File: config.mk
export PLATFORM = sky130hd
export DESIGN_NAME = bb3_fifo
export DESIGN_NICKNAME = d
export VERILOG_FILES = /design/src/rtl/bb3_fifo.sv
export SDC_FILE = /design/constraint.sdc
export NUM_CORES = 1
export LEC_CHECK = 0
export BUFFER_PORTS_ARGS = -buffer_cell sky130_fd_sc_hd__buf_2
export CORE_ASPECT_RATIO = 0.5
export CORE_MARGIN = 2
export CORE_UTILIZATION = 55
export DETAILED_ROUTE_END_ITERATION = 10
export PLACE_DENSITY = 0.73
export SETUP_SLACK_MARGIN = 0.15
export SLEW_MARGIN = 20
export SYNTH_ARGS = -nofsm -noshare
export SYNTH_HDL_FRONTEND = slang
export SYNTH_SLANG_ARGS = --single-unit
File: constraint.sdc
create_clock -name clk_i -period 2.3 [get_ports clk_i]
set_input_delay 0.23 -clock clk_i [delete_from_list [all_inputs] [get_ports clk_i]]
set_output_delay 0.23 -clock clk_i [all_outputs]
set_load 0.1 [all_outputs]
File: src/rtl/bb3_fifo.sv
// ----------------------------------------------------------------------------
// bb3_fifo
// Small register queue with fill level, show-ahead read.
// ----------------------------------------------------------------------------
`default_nettype none

module bb3_fifo #(
  parameter int W     = 8,
  parameter int DEPTH = 4
) (
  input  wire logic                       clk_i,
  input  wire logic                       rst_ni,
  input  wire logic                       push_i,
  input  wire logic [W-1:0]               data_i,
  input  wire logic                       pop_i,
  output logic      [W-1:0]               data_o,
  output logic                            empty_o,
  output logic      [$clog2(DEPTH+1)-1:0] level_o
);

  localparam int PW = (DEPTH > 1) ? $clog2(DEPTH) : 1;
  localparam int LW = $clog2(DEPTH+1);

  logic [W-1:0]  mem_q [DEPTH];
  logic [PW-1:0] wr_q, wr_d, rd_q, rd_d;
  logic [LW-1:0] lvl_q, lvl_d;
  logic          do_pop;

  assign empty_o = (lvl_q == '0);
  assign level_o = lvl_q;
  assign data_o  = mem_q[rd_q];
  assign do_pop  = pop_i && !empty_o;

  always_comb begin
    wr_d  = wr_q;
    rd_d  = rd_q;
    lvl_d = lvl_q;
    if (push_i) begin
      wr_d = (wr_q == PW'(DEPTH-1)) ? '0 : wr_q + 1'b1;
    end
    if (do_pop) begin
      rd_d = (rd_q == PW'(DEPTH-1)) ? '0 : rd_q + 1'b1;
    end
    if (push_i && !do_pop) begin
      lvl_d = lvl_q + 1'b1;
    end else if (!push_i && do_pop) begin
      lvl_d = lvl_q - 1'b1;
    end
  end

  always_ff @(posedge clk_i or negedge rst_ni) begin
    if (!rst_ni) begin
      wr_q  <= '0;
      rd_q  <= '0;
      lvl_q <= '0;
    end else begin
      wr_q  <= wr_d;
      rd_q  <= rd_d;
      lvl_q <= lvl_d;
    end
  end

  always_ff @(posedge clk_i) begin
    if (push_i) begin
      mem_q[wr_q] <= data_i;
    end
  end

endmodule

`default_nettype wire

==> run metrics <==
Worst setup SP type flop; cell area after layout around 1900 sq um; placed instance area around 1700 sq um; post-route ant nets 0; HP Start data_i[2]; largest net degree at the start of global routing 13; Clock transition at path regs ~0.070 ns; worst endpoint required time about 2.5 ns; global-route wire length before repair ~4200 um; worst reg2reg path startpoint level_o[1]$_DFFE_PN0P_; Slew Viols, Final 0; clk sinks 39; Final Skew roughly 0.0068 ns; vias between 700 and 800; number of max-cap violations 0; setup tns final 0 ns; syn nets 97; layout cells sized above 1 between 40% and 50%; top cells by area, synth edfxtp_1 61%, mux4_2 11%, dfrtp_1 11%; Remaining Overflow, GRT 0; Area Overhead vs Synth 18.1%; Synth Area per Inst about 20 sq um; Synth Register Bits 39; IO Pins 24; DRT iter0 DRCs 47; RSZ-0062 raised after global routing no; total CTS buffers 5; CTS root buf clkbuf_8; vias in the first global route between 800 and 900; period utilisation layout roughly nine tenths; diode count 0; DP HPWL around 1900 um; Worst Setup SP level_o[1]$_DFFE_PN0P_; Via density 5.42; die area around 3300 sq um; Slew @ Worst Pin between 0.4 and 0.5 ns; drt drc 0; Max FO, Critical Path 5; Die X approximately 80 um; DIE HEIGHT ~42 um; DP Cell Count approximately 140; Setup Buffers After CTS 0; YS warnings 0; WS Path Type flop to flop; synth unique cells 19; initial antenna violation count 0; post-synthesis cell area roughly 1600 sq um; Hold WC Path Type input port to flop; Mapped Cells 78; DR pass1 iterations 4; Finished Layout Cells about 150; final count of negative-setup-slack endpoints 0; area leader, netlist edfxtp_1; worst path arrival time between 2 and 2.5 ns; CTS tree done; CORE AREA 2670 sq um; routed wire length per instance ~18 um; PortBufs 23; worst rel slew slack approximately two thirds; status completed; Final Hold Fails 0; H-Tree Depth 2; post-synthesis sequential area ratio approximately 70%; starting density of the core 59.3%; crit path time final between 2 and 2.5 ns; Tot GR Track Use 18.1%; fin nets ~130; RePlAce Congestion about 0.73; clk_lat worst skew 0.29 ns; row cnt 13; top-area cell type share of the netlist area 60.8%; Critical Path End Type flop; maximum clock frequency between 0.4 and 0.5 GHz; routed wire length about 2600 um; Max Buffers Root-to-Sink 2
==> critical path, stage by stage, from the launching register on <==
cell,delay (ns)
dfrtp_2,0.47
o31ai_4,0.36
ha_1,0.25
inv_1,0.06
fa_1,0.38
xor2_1,0.16
nor2_1,0.12
xor2_1,0.16
==> sequential cells by signal (all words and copies together) (netlist names) <==
register,flops
mem_q,32
level_o,3
rd_q,2
wr_q,2
==> path summary, 6_finish.rpt <==
path | slack [ns] | cells after the start | end
worst max-delay path | 0.26 | 7 | level_o[2]$_DFFE_PN0P_
worst min-delay path | 0.15 | 1 | mem_q[1][2]$_DFFE_PP_
worst max register to register | 0.26 | 7 | level_o[2]$_DFFE_PN0P_
worst min register to register | 0.57 | 1 | level_o[2]$_DFFE_PN0P_
max in group asynchronous | 1.83 | 2 | rd_q[0]$_DFFE_PN0P_
min in group asynchronous | 0.30 | 2 | rd_q[1]$_DFFE_PN0P_
==> layout make-up <==
cell class / instances / area [sq um]
Sequential cell: 39 / 1140
Fill cell: 175 / 800
Multi-Input combinational cell: 34 / 429
Timing Repair Buffer: 25 / 133
Clock buffer: 5 / 68.8
Tap cell: 37 / 46.3
Clock inverter: 3 / 38.8
Inverter: 3 / 11.3
==> placed cells by master, fill, tap and decap left out, types with 2 or more instances in the layout <==
cell type	synthesis	layout
and2_1	4	4
dfrtp_1	7	3
buf_2	0	23
xor2_1	2	2
edfxtp_1	32	32
mux4_2	8	8
o21ai_0	2	2
inv_1	3	3
nor2_1	2	2
ha_1	6	6
nand2_1	2	2
dfrtp_2	0	4
clkbuf_8	0	5
==> metrics by stage <==
stage                     hold slack (ns)  util (%)  setup WS [ns]
after floorplan                   -0.0656         -          0.189
after global placement             0.0663      65.6          0.413
after detailed placement           0.0722      65.6          0.259
after CTS                           0.152      70.0          0.162
after global routing                0.144      70.0          0.165
final                               0.155      70.0          0.258
==> synthesized netlist by cell type <==
cell	number
mux2_4	1
mux4_2	8
ha_1	6
fa_1	1
nand2_1	2
xor2_1	2
clkbuf_2	1
o21ai_0	2
xnor2_1	1
a21o_2	1
edfxtp_1	32
mux2_2	1
buf_6	1
inv_1	3
nor2_1	2
nor3_1	2
dfrtp_1	7
and2_1	4
o31ai_4	1
==> layer usage <==
metal  up-vias  track usage [%]  wire, um
met5         -                0         0
met4         0             7.12        37
met3         5             6.30       133
met2        21             30.3      1320
met1       407             21.9      1100
li1        358                -         -
==> kinds of logic (layout without fill, tap and decap cells) <==
family          Yosys count  in the layout  share of synthesized area, %
simple gates             10             10                          3.16
mux                      10             10                          13.1
fa+ha+maj                 7              7                          6.01
xor+xnor                  3              3                          1.66
flops                    39             39                          71.8
compound gates            4              4                          2.53
buf+inv                   5             36                          1.74
==> repair_timing <==
action,4_1_cts,5_1_grt
endpoints found under the hold margin,7,0
gates resized for setup,0,1
endpoints found under the setup margin,0,8
hold buffers,1,0
Power is not shown: default switching activity piles up to over one toggle a cycle in this logic, so the estimate is an artifact.
