### src/rtl/bb3_pkg.sv
// ----------------------------------------------------------------------------
// bb3_pkg
// Types, register codes and divisor table shared by the 3x3 box blur.
// ----------------------------------------------------------------------------
`default_nettype none

package bb3_pkg;

  localparam int ROW_W      = 13;
  localparam int FW_W       = 11;
  localparam int FH_W       = 13;
  localparam int CFG_IDX_W  = 2;
  localparam int CFG_DATA_W = 13;
  localparam int HEIGHT_LIMIT = 4096;
  localparam int RECIP_SHIFT  = 18;

  localparam logic [FW_W-1:0] FRAME_WIDTH_RST  = 11'd640;
  localparam logic [FH_W-1:0] FRAME_HEIGHT_RST = 13'd480;

  typedef enum logic [CFG_IDX_W-1:0] {
    REG_FRAME_WIDTH  = 2'd0,
    REG_FRAME_HEIGHT = 2'd1
  } cfg_reg_e;

  typedef logic [23:0] px_t;

  typedef struct packed {
    logic top;
    logic bot;
    logic left;
    logic right;
  } mask_t;

  typedef struct packed {
    px_t   top;
    px_t   mid;
    px_t   pix;
    logic  due;
    mask_t mask;
    logic  eor;
    logic  eof;
  } item_t;

  typedef struct packed {
    logic [7:0] red;
    logic [7:0] green;
    logic [7:0] blue;
    logic       eor;
    logic       eof;
  } result_t;

  // 2^18 / count rounded up; exact for every rounded sum the blur can form
  function automatic logic [RECIP_SHIFT:0] recip(input logic [3:0] count);
    logic [RECIP_SHIFT:0] m;
    case (count)
      4'd2:    m = 19'd131072;
      4'd3:    m = 19'd87382;
      4'd4:    m = 19'd65536;
      4'd6:    m = 19'd43691;
      4'd9:    m = 19'd29128;
      default: m = 19'd262144;
    endcase
    return m;
  endfunction

endpackage

`default_nettype wire

### src/rtl/bb3_fifo.sv
// ----------------------------------------------------------------------------
// bb3_fifo
// Small register queue with fill level, show-ahead read.
// ----------------------------------------------------------------------------
`default_nettype none

module bb3_fifo #(
  parameter int W     = 8,
  parameter int DEPTH = 4
) (
  input  wire logic                       clk_i,
  input  wire logic                       rst_ni,
  input  wire logic                       push_i,
  input  wire logic [W-1:0]               data_i,
  input  wire logic                       pop_i,
  output logic      [W-1:0]               data_o,
  output logic                            empty_o,
  output logic      [$clog2(DEPTH+1)-1:0] level_o
);

  localparam int PW = (DEPTH > 1) ? $clog2(DEPTH) : 1;
  localparam int LW = $clog2(DEPTH+1);

  logic [W-1:0]  mem_q [DEPTH];
  logic [PW-1:0] wr_q, wr_d, rd_q, rd_d;
  logic [LW-1:0] lvl_q, lvl_d;
  logic          do_pop;

  assign empty_o = (lvl_q == '0);
  assign level_o = lvl_q;
  assign data_o  = mem_q[rd_q];
  assign do_pop  = pop_i && !empty_o;

  always_comb begin
    wr_d  = wr_q;
    rd_d  = rd_q;
    lvl_d = lvl_q;
    if (push_i) begin
      wr_d = (wr_q == PW'(DEPTH-1)) ? '0 : wr_q + 1'b1;
    end
    if (do_pop) begin
      rd_d = (rd_q == PW'(DEPTH-1)) ? '0 : rd_q + 1'b1;
    end
    if (push_i && !do_pop) begin
      lvl_d = lvl_q + 1'b1;
    end else if (!push_i && do_pop) begin
      lvl_d = lvl_q - 1'b1;
    end
  end

  always_ff @(posedge clk_i or negedge rst_ni) begin
    if (!rst_ni) begin
      wr_q  <= '0;
      rd_q  <= '0;
      lvl_q <= '0;
    end else begin
      wr_q  <= wr_d;
      rd_q  <= rd_d;
      lvl_q <= lvl_d;
    end
  end

  always_ff @(posedge clk_i) begin
    if (push_i) begin
      mem_q[wr_q] <= data_i;
    end
  end

endmodule

`default_nettype wire

### src/rtl/bb3_back.sv
// ----------------------------------------------------------------------------
// bb3_back
// Window shift, masked neighborhood sums and constant-divisor averaging
// into the result queue.
// ----------------------------------------------------------------------------
`default_nettype none

module bb3_back #(
  parameter int ODEPTH = 4
) (
  input  wire logic           clk_i,
  input  wire logic           rst_ni,
  input  wire logic           q_empty_i,
  input  wire bb3_pkg::item_t q_item_i,
  output logic                q_pop_o,
  output logic                empty_o,
  input  wire logic           pop_i,
  output logic [7:0]          out_red_o,
  output logic [7:0]          out_green_o,
  output logic [7:0]          out_blue_o,
  output logic                end_of_row_o,
  output logic                end_of_frame_o
);

  import bb3_pkg::*;

  localparam int LW = $clog2(ODEPTH+1);

  px_t              win1_q [3];
  px_t              win2_q [3];
  px_t              l_q [3];
  px_t              c_q [3];
  px_t              r_q [3];
  mask_t            m_q;
  logic             b1_v_q, b1_eor_q, b1_eof_q;
  logic             b2_v_q, b2_eor_q, b2_eof_q;
  logic [11:0]      n_q [3];
  logic [3:0]       cnt_q;
  logic [11:0]      n_d [3];
  logic [3:0]       cnt_d;
  logic [1:0]       nrow, ncol;
  logic [LW-1:0]    olevel;
  logic [LW+1:0]    used;
  logic [30:0]      prod [3];
  logic [RECIP_SHIFT:0] m;
  result_t          res_in, res_out;

  assign used    = (LW+2)'(olevel) + (LW+2)'(b1_v_q) + (LW+2)'(b2_v_q);
  assign q_pop_o = !q_empty_i && (used < (LW+2)'(ODEPTH));

  always_ff @(posedge clk_i) begin
    if (q_pop_o) begin
      win1_q[0] <= win2_q[0];
      win1_q[1] <= win2_q[1];
      win1_q[2] <= win2_q[2];
      win2_q[0] <= q_item_i.top;
      win2_q[1] <= q_item_i.mid;
      win2_q[2] <= q_item_i.pix;
      l_q       <= win1_q;
      c_q       <= win2_q;
      r_q[0]    <= q_item_i.top;
      r_q[1]    <= q_item_i.mid;
      r_q[2]    <= q_item_i.pix;
      m_q       <= q_item_i.mask;
      b1_eor_q  <= q_item_i.eor;
      b1_eof_q  <= q_item_i.eof;
    end
    n_q      <= n_d;
    cnt_q    <= cnt_d;
    b2_eor_q <= b1_eor_q;
    b2_eof_q <= b1_eof_q;
  end

  always_ff @(posedge clk_i or negedge rst_ni) begin
    if (!rst_ni) begin
      b1_v_q <= 1'b0;
      b2_v_q <= 1'b0;
    end else begin
      b1_v_q <= q_pop_o && q_item_i.due;
      b2_v_q <= b1_v_q;
    end
  end

  always_comb begin
    nrow  = 2'd1 + 2'(m_q.top) + 2'(m_q.bot);
    ncol  = 2'd1 + 2'(m_q.left) + 2'(m_q.right);
    cnt_d = 4'(nrow) * 4'(ncol);
    for (int k = 0; k < 3; k++) begin
      n_d[k] = 12'(cnt_d >> 1);
      for (int ry = 0; ry < 3; ry++) begin
        if ((ry == 0 && m_q.top) || ry == 1 || (ry == 2 && m_q.bot)) begin
          n_d[k] = n_d[k] + 12'(c_q[ry][8*k +: 8]);
          if (m_q.left) n_d[k] = n_d[k] + 12'(l_q[ry][8*k +: 8]);
          if (m_q.right) n_d[k] = n_d[k] + 12'(r_q[ry][8*k +: 8]);
        end
      end
    end
  end

  always_comb begin
    m = recip(cnt_q);
    for (int k = 0; k < 3; k++) begin
      prod[k] = 31'(n_q[k]) * 31'(m);
    end
    res_in.red   = prod[0][RECIP_SHIFT +: 8];
    res_in.green = prod[1][RECIP_SHIFT +: 8];
    res_in.blue  = prod[2][RECIP_SHIFT +: 8];
    res_in.eor   = b2_eor_q;
    res_in.eof   = b2_eof_q;
  end

  bb3_fifo #(
    .W     ($bits(result_t)),
    .DEPTH (ODEPTH)
  ) u_out_q (
    .clk_i   (clk_i),
    .rst_ni  (rst_ni),
    .push_i  (b2_v_q),
    .data_i  (res_in),
    .pop_i   (pop_i),
    .data_o  (res_out),
    .empty_o (empty_o),
    .level_o (olevel)
  );

  assign out_red_o      = res_out.red;
  assign out_green_o    = res_out.green;
  assign out_blue_o     = res_out.blue;
  assign end_of_row_o   = res_out.eor;
  assign end_of_frame_o = res_out.eof;

endmodule

`default_nettype wire

### config.mk
export PLATFORM = sky130hd
export DESIGN_NAME = bb3_back
export DESIGN_NICKNAME = d
export VERILOG_FILES = /design/src/rtl/bb3_pkg.sv /design/src/rtl/bb3_fifo.sv /design/src/rtl/bb3_back.sv
export SDC_FILE = /design/constraint.sdc
export NUM_CORES = 2
export LEC_CHECK = 0
export ABC_CLOCK_PERIOD_IN_PS = 20800
export BUFFER_PORTS_ARGS = -buffer_cell sky130_fd_sc_hd__buf_4
export CORE_ASPECT_RATIO = 0.6
export CORE_MARGIN = 4
export CORE_UTILIZATION = 65
export CTS_CLUSTER_SIZE = 16
export DETAILED_ROUTE_END_ITERATION = 8
export GPL_TIMING_DRIVEN = 1
export PLACE_DENSITY = 0.83
export SYNTH_ARGS = -nofsm -noshare
export SYNTH_HDL_FRONTEND = slang
export SYNTH_SLANG_ARGS = --single-unit
### constraint.sdc
create_clock -name clk_i -period 20.8 [get_ports clk_i]
set_input_delay 1.04 -clock clk_i [delete_from_list [all_inputs] [get_ports clk_i]]
set_output_delay 1.04 -clock clk_i [all_outputs]
set_load 0.01 [all_outputs]
==> results.txt <==
----------------------------------------------------
[Global route]
  Global-route wire length before repair ... 146,000 um
  Total congestion overflow ... 0
  Number of global-route vias before repair ... 27,500
  Largest net degree at the start of global routing ... 196
  Total global routing track utilization ... 0.289
  Antenna violations before repair ... 1

[Floorplanning]
  Vertical die dimension ... 196 um
  Area enclosed by the die boundary ... 0.0633 sq mm
  Initial core utilization ... 0.663
  Top-level I/O count ... 111
  Chip Width ... 322 um
  Placeable core region ... 0.0580 sq mm
  Cell Rows ... 68

[STA]
  Clock period minus worst slack ... 12.23 ns
  Max Transition Viols Final ... 0
  Unrepaired setup endpoints after global routing ... false
  Pin slew with the least headroom to its limit ... 1.16 ns
  Upper clock frequency limit ... 81.8 MHz
  Final setup vio count ... 0
  Number of hold violations in the final report ... 0
  Share of the clock period used by the worst path after layout ... 0.588
  Setup Skew ... 0.0397 ns
  Total Negative Setup Slacks ... 0 ns
  Worst rel slew slack ... 0.228

[Drt]
  Detailed Route WL ... 88,400 um
  Via density per instance ... 5.85
  Drc violations ... 0
  Total number of vias ... 26,800
  Routed WL per cell ... 19.3 um
  Initial DRC Count ... 2,574
  First drt pass iteration count ... 5
  Antenna viol nets, final ... 0

[Place]
  Port buffer count ... 110
  Dpl hpwl ... 70,300 um
  Routability Congestion ... 0.961

[Setup path]
  CP Max Fanout ... 59
  Highest-delay cell along the critical path ... sky130_fd_sc_hd__buf_4
  Worst reg-to-reg setup slack ... 8.57 ns
  Critical Path Start Type ... flop
  Most common cell type on the critical path ... sky130_fd_sc_hd__ha_1
  Longest individual stage delay on the worst path ... 0.64 ns
  Reg2Reg Launch Point ... m_q[0]
  WP data arrival ... 12.69 ns
  Classification of the worst setup path ... reg2reg
  Required @ worst endpoint ... 21.26 ns
  Kind of end point of the critical path ... flop
  Critical path startpoint ... m_q[0]

[Clocking]
  Buffer cell driving the clock tree root ... sky130_fd_sc_hd__clkbuf_16
  Count of clock tree sinks ... 377
  Setup bufs post-CTS ... 0
  Total of hold buffers inserted after clock tree synthesis ... 0
  H-tree levels ... 2
  Longest Clk Path Bufs ... 3
  Number of buffers added by the clock tree synthesis step ... 38
  Clock insertion delay at the later pin of the skew report ... 0.60 ns
  CTS clk-pin slew, worst paths ... 0.07 ns
  Post-cts repair resize count ... 0
  TritonCTS clock tree ... built

[Finish]
  Leading cell type in the layout, fill and taps excluded ... sky130_fd_sc_hd__inv_1
  Number of fill cells in the layout ... 4,070
  Growth of design area from synthesis to finish ... 7.94%
  Layout cell share with drive strength beyond 1 ... 0.0791
  Leading cell types in the layout, fill and taps excluded ... sky130_fd_sc_hd__inv_1 (646), sky130_fd_sc_hd__fa_1 (463), sky130_fd_sc_hd__ha_1 (345), sky130_fd_sc_hd__edfxtp_1 (326), sky130_fd_sc_hd__nand2_1 (306)
  Storage cell area ... 0.0109 sq mm
  Net count of the finished layout ... 4,669
  Count of antenna diodes in the layout ... 0
  Area occupied by multi-input gates ... 0.0249 sq mm

[Synth]
  Sequential share of the synthesized area ... 0.282
  Post-synthesis register bit count ... 377
  Predominant post-synthesis flop cell ... sky130_fd_sc_hd__edfxtp_1
  Share of synthesized flip-flops with an asynchronous set or reset ... 0.0239
  Total nets after synthesis ... 4,576
  Synth Area per Inst ... 10.4 sq um
  Cell variety after synth ... 91
  Synth Instances ... 3,685
  Synth Warn # ... 0
  Synthesized area ... 0.0385 sq mm
  Post-synth EDFFs ... 326

[Run]
  # Max-Cap Violations ... 0

[Hold path]
  Hold WC Path Type ... in2async

[Run status]
  Result of the run ... finished clean

----------------------------------------------------
## layout make-up
cell class	count	area share
multi-input cells	2578	0.600
clock buffers	54	0.0272
clock inverters	15	0.00512
inverters	649	0.0587
flip-flops and latches	377	0.261
repair buffers	134	0.0245
well taps	770	0.0232
## synth_stat cells, drive strengths merged (32+ instances only)
cell	n	area, sq um
ha	345	4320
o21a	39	293
inv	647	2430
edfxtp	326	9790
a21oi	159	796
a211oi	34	260
dfxtp	42	841
xor2	68	596
nor2	216	811
nor3	39	200
xnor2	152	1370
nor2b	49	314
nand2	306	1150
o21ai	150	751
fa	463	9270
clkbuf	65	245
and2	112	701
nand3	32	160
a21o	76	571
## logic make-up after synthesis
kind of cell,synth area share
buffers and inverters,0.0717
XOR/XNOR,0.0529
adder cells (fa/ha/maj),0.354
flip-flops,0.282
AND/OR/NAND/NOR,0.104
multiplexers,0.0332
AO/OA/AOI/OAI,0.102
## critical path: cells and delay by family, from the launching register on
kind,cells,cell delay (ns)
AND/OR/NAND/NOR,10,1.24
adder cells (fa/ha/maj),12,4.46
XOR/XNOR,4,0.54
buffers and inverters,6,1.51
AO/OA/AOI/OAI,14,3.19
multiplexers,3,0.68
flip-flops,1,0.39
## flip-flops by register name (all words and copies together), names as in the netlist, 2 cells and up
signal and flops:
u_out_q.level_o 3, u_out_q.mem_q 104, m_q 4, win2_q 69, c_q 72, r_q 3, l_q 72, cnt_q 4
u_out_q.rd_q 2, n_q 36, u_out_q.wr_q 2
## routing by layer
layer | global-route usage | vias up | wire length [um]
met4 | 0.0466 | 0 | 1330
li1 | - | 12400 | -
met1 | 0.448 | 13100 | 40500
met5 | 0 | - | 0
met2 | 0.424 | 1174 | 37300
met3 | 0.0702 | 110 | 9290
## stage by stage
stage | util | hold WS (ns) | cells | instance area, sq um | setup WS, ns
after CTS | 0.716 | 0.261 | 4577 | 41500 | 8.75
after detailed placement | 0.692 | 0.328 | 4508 | 40200 | 8.84
after global placement | 0.692 | 0.325 | 4508 | 40200 | 9.22
after floorplan | - | 0.323 | 3685 | 38500 | 2.17
final | 0.716 | 0.283 | 4577 | 41500 | 8.57
after global routing | 0.716 | 0.269 | 4577 | 41500 | 7.68
## path summary, 6_finish.rpt
check                                           to  cells after the start
min in group clk_i                        b2_eof_q                      0
worst min register to register            b2_eof_q                      0
worst min-delay path            u_out_q.level_o[0]                      1
worst max register to register             n_q[11]                     49
worst max-delay path                       n_q[11]                     49
max in group asynchronous          u_out_q.rd_q[0]                      1
Power is not shown: default switching activity piles up to over one toggle a cycle in this logic, so the estimate is an artifact.
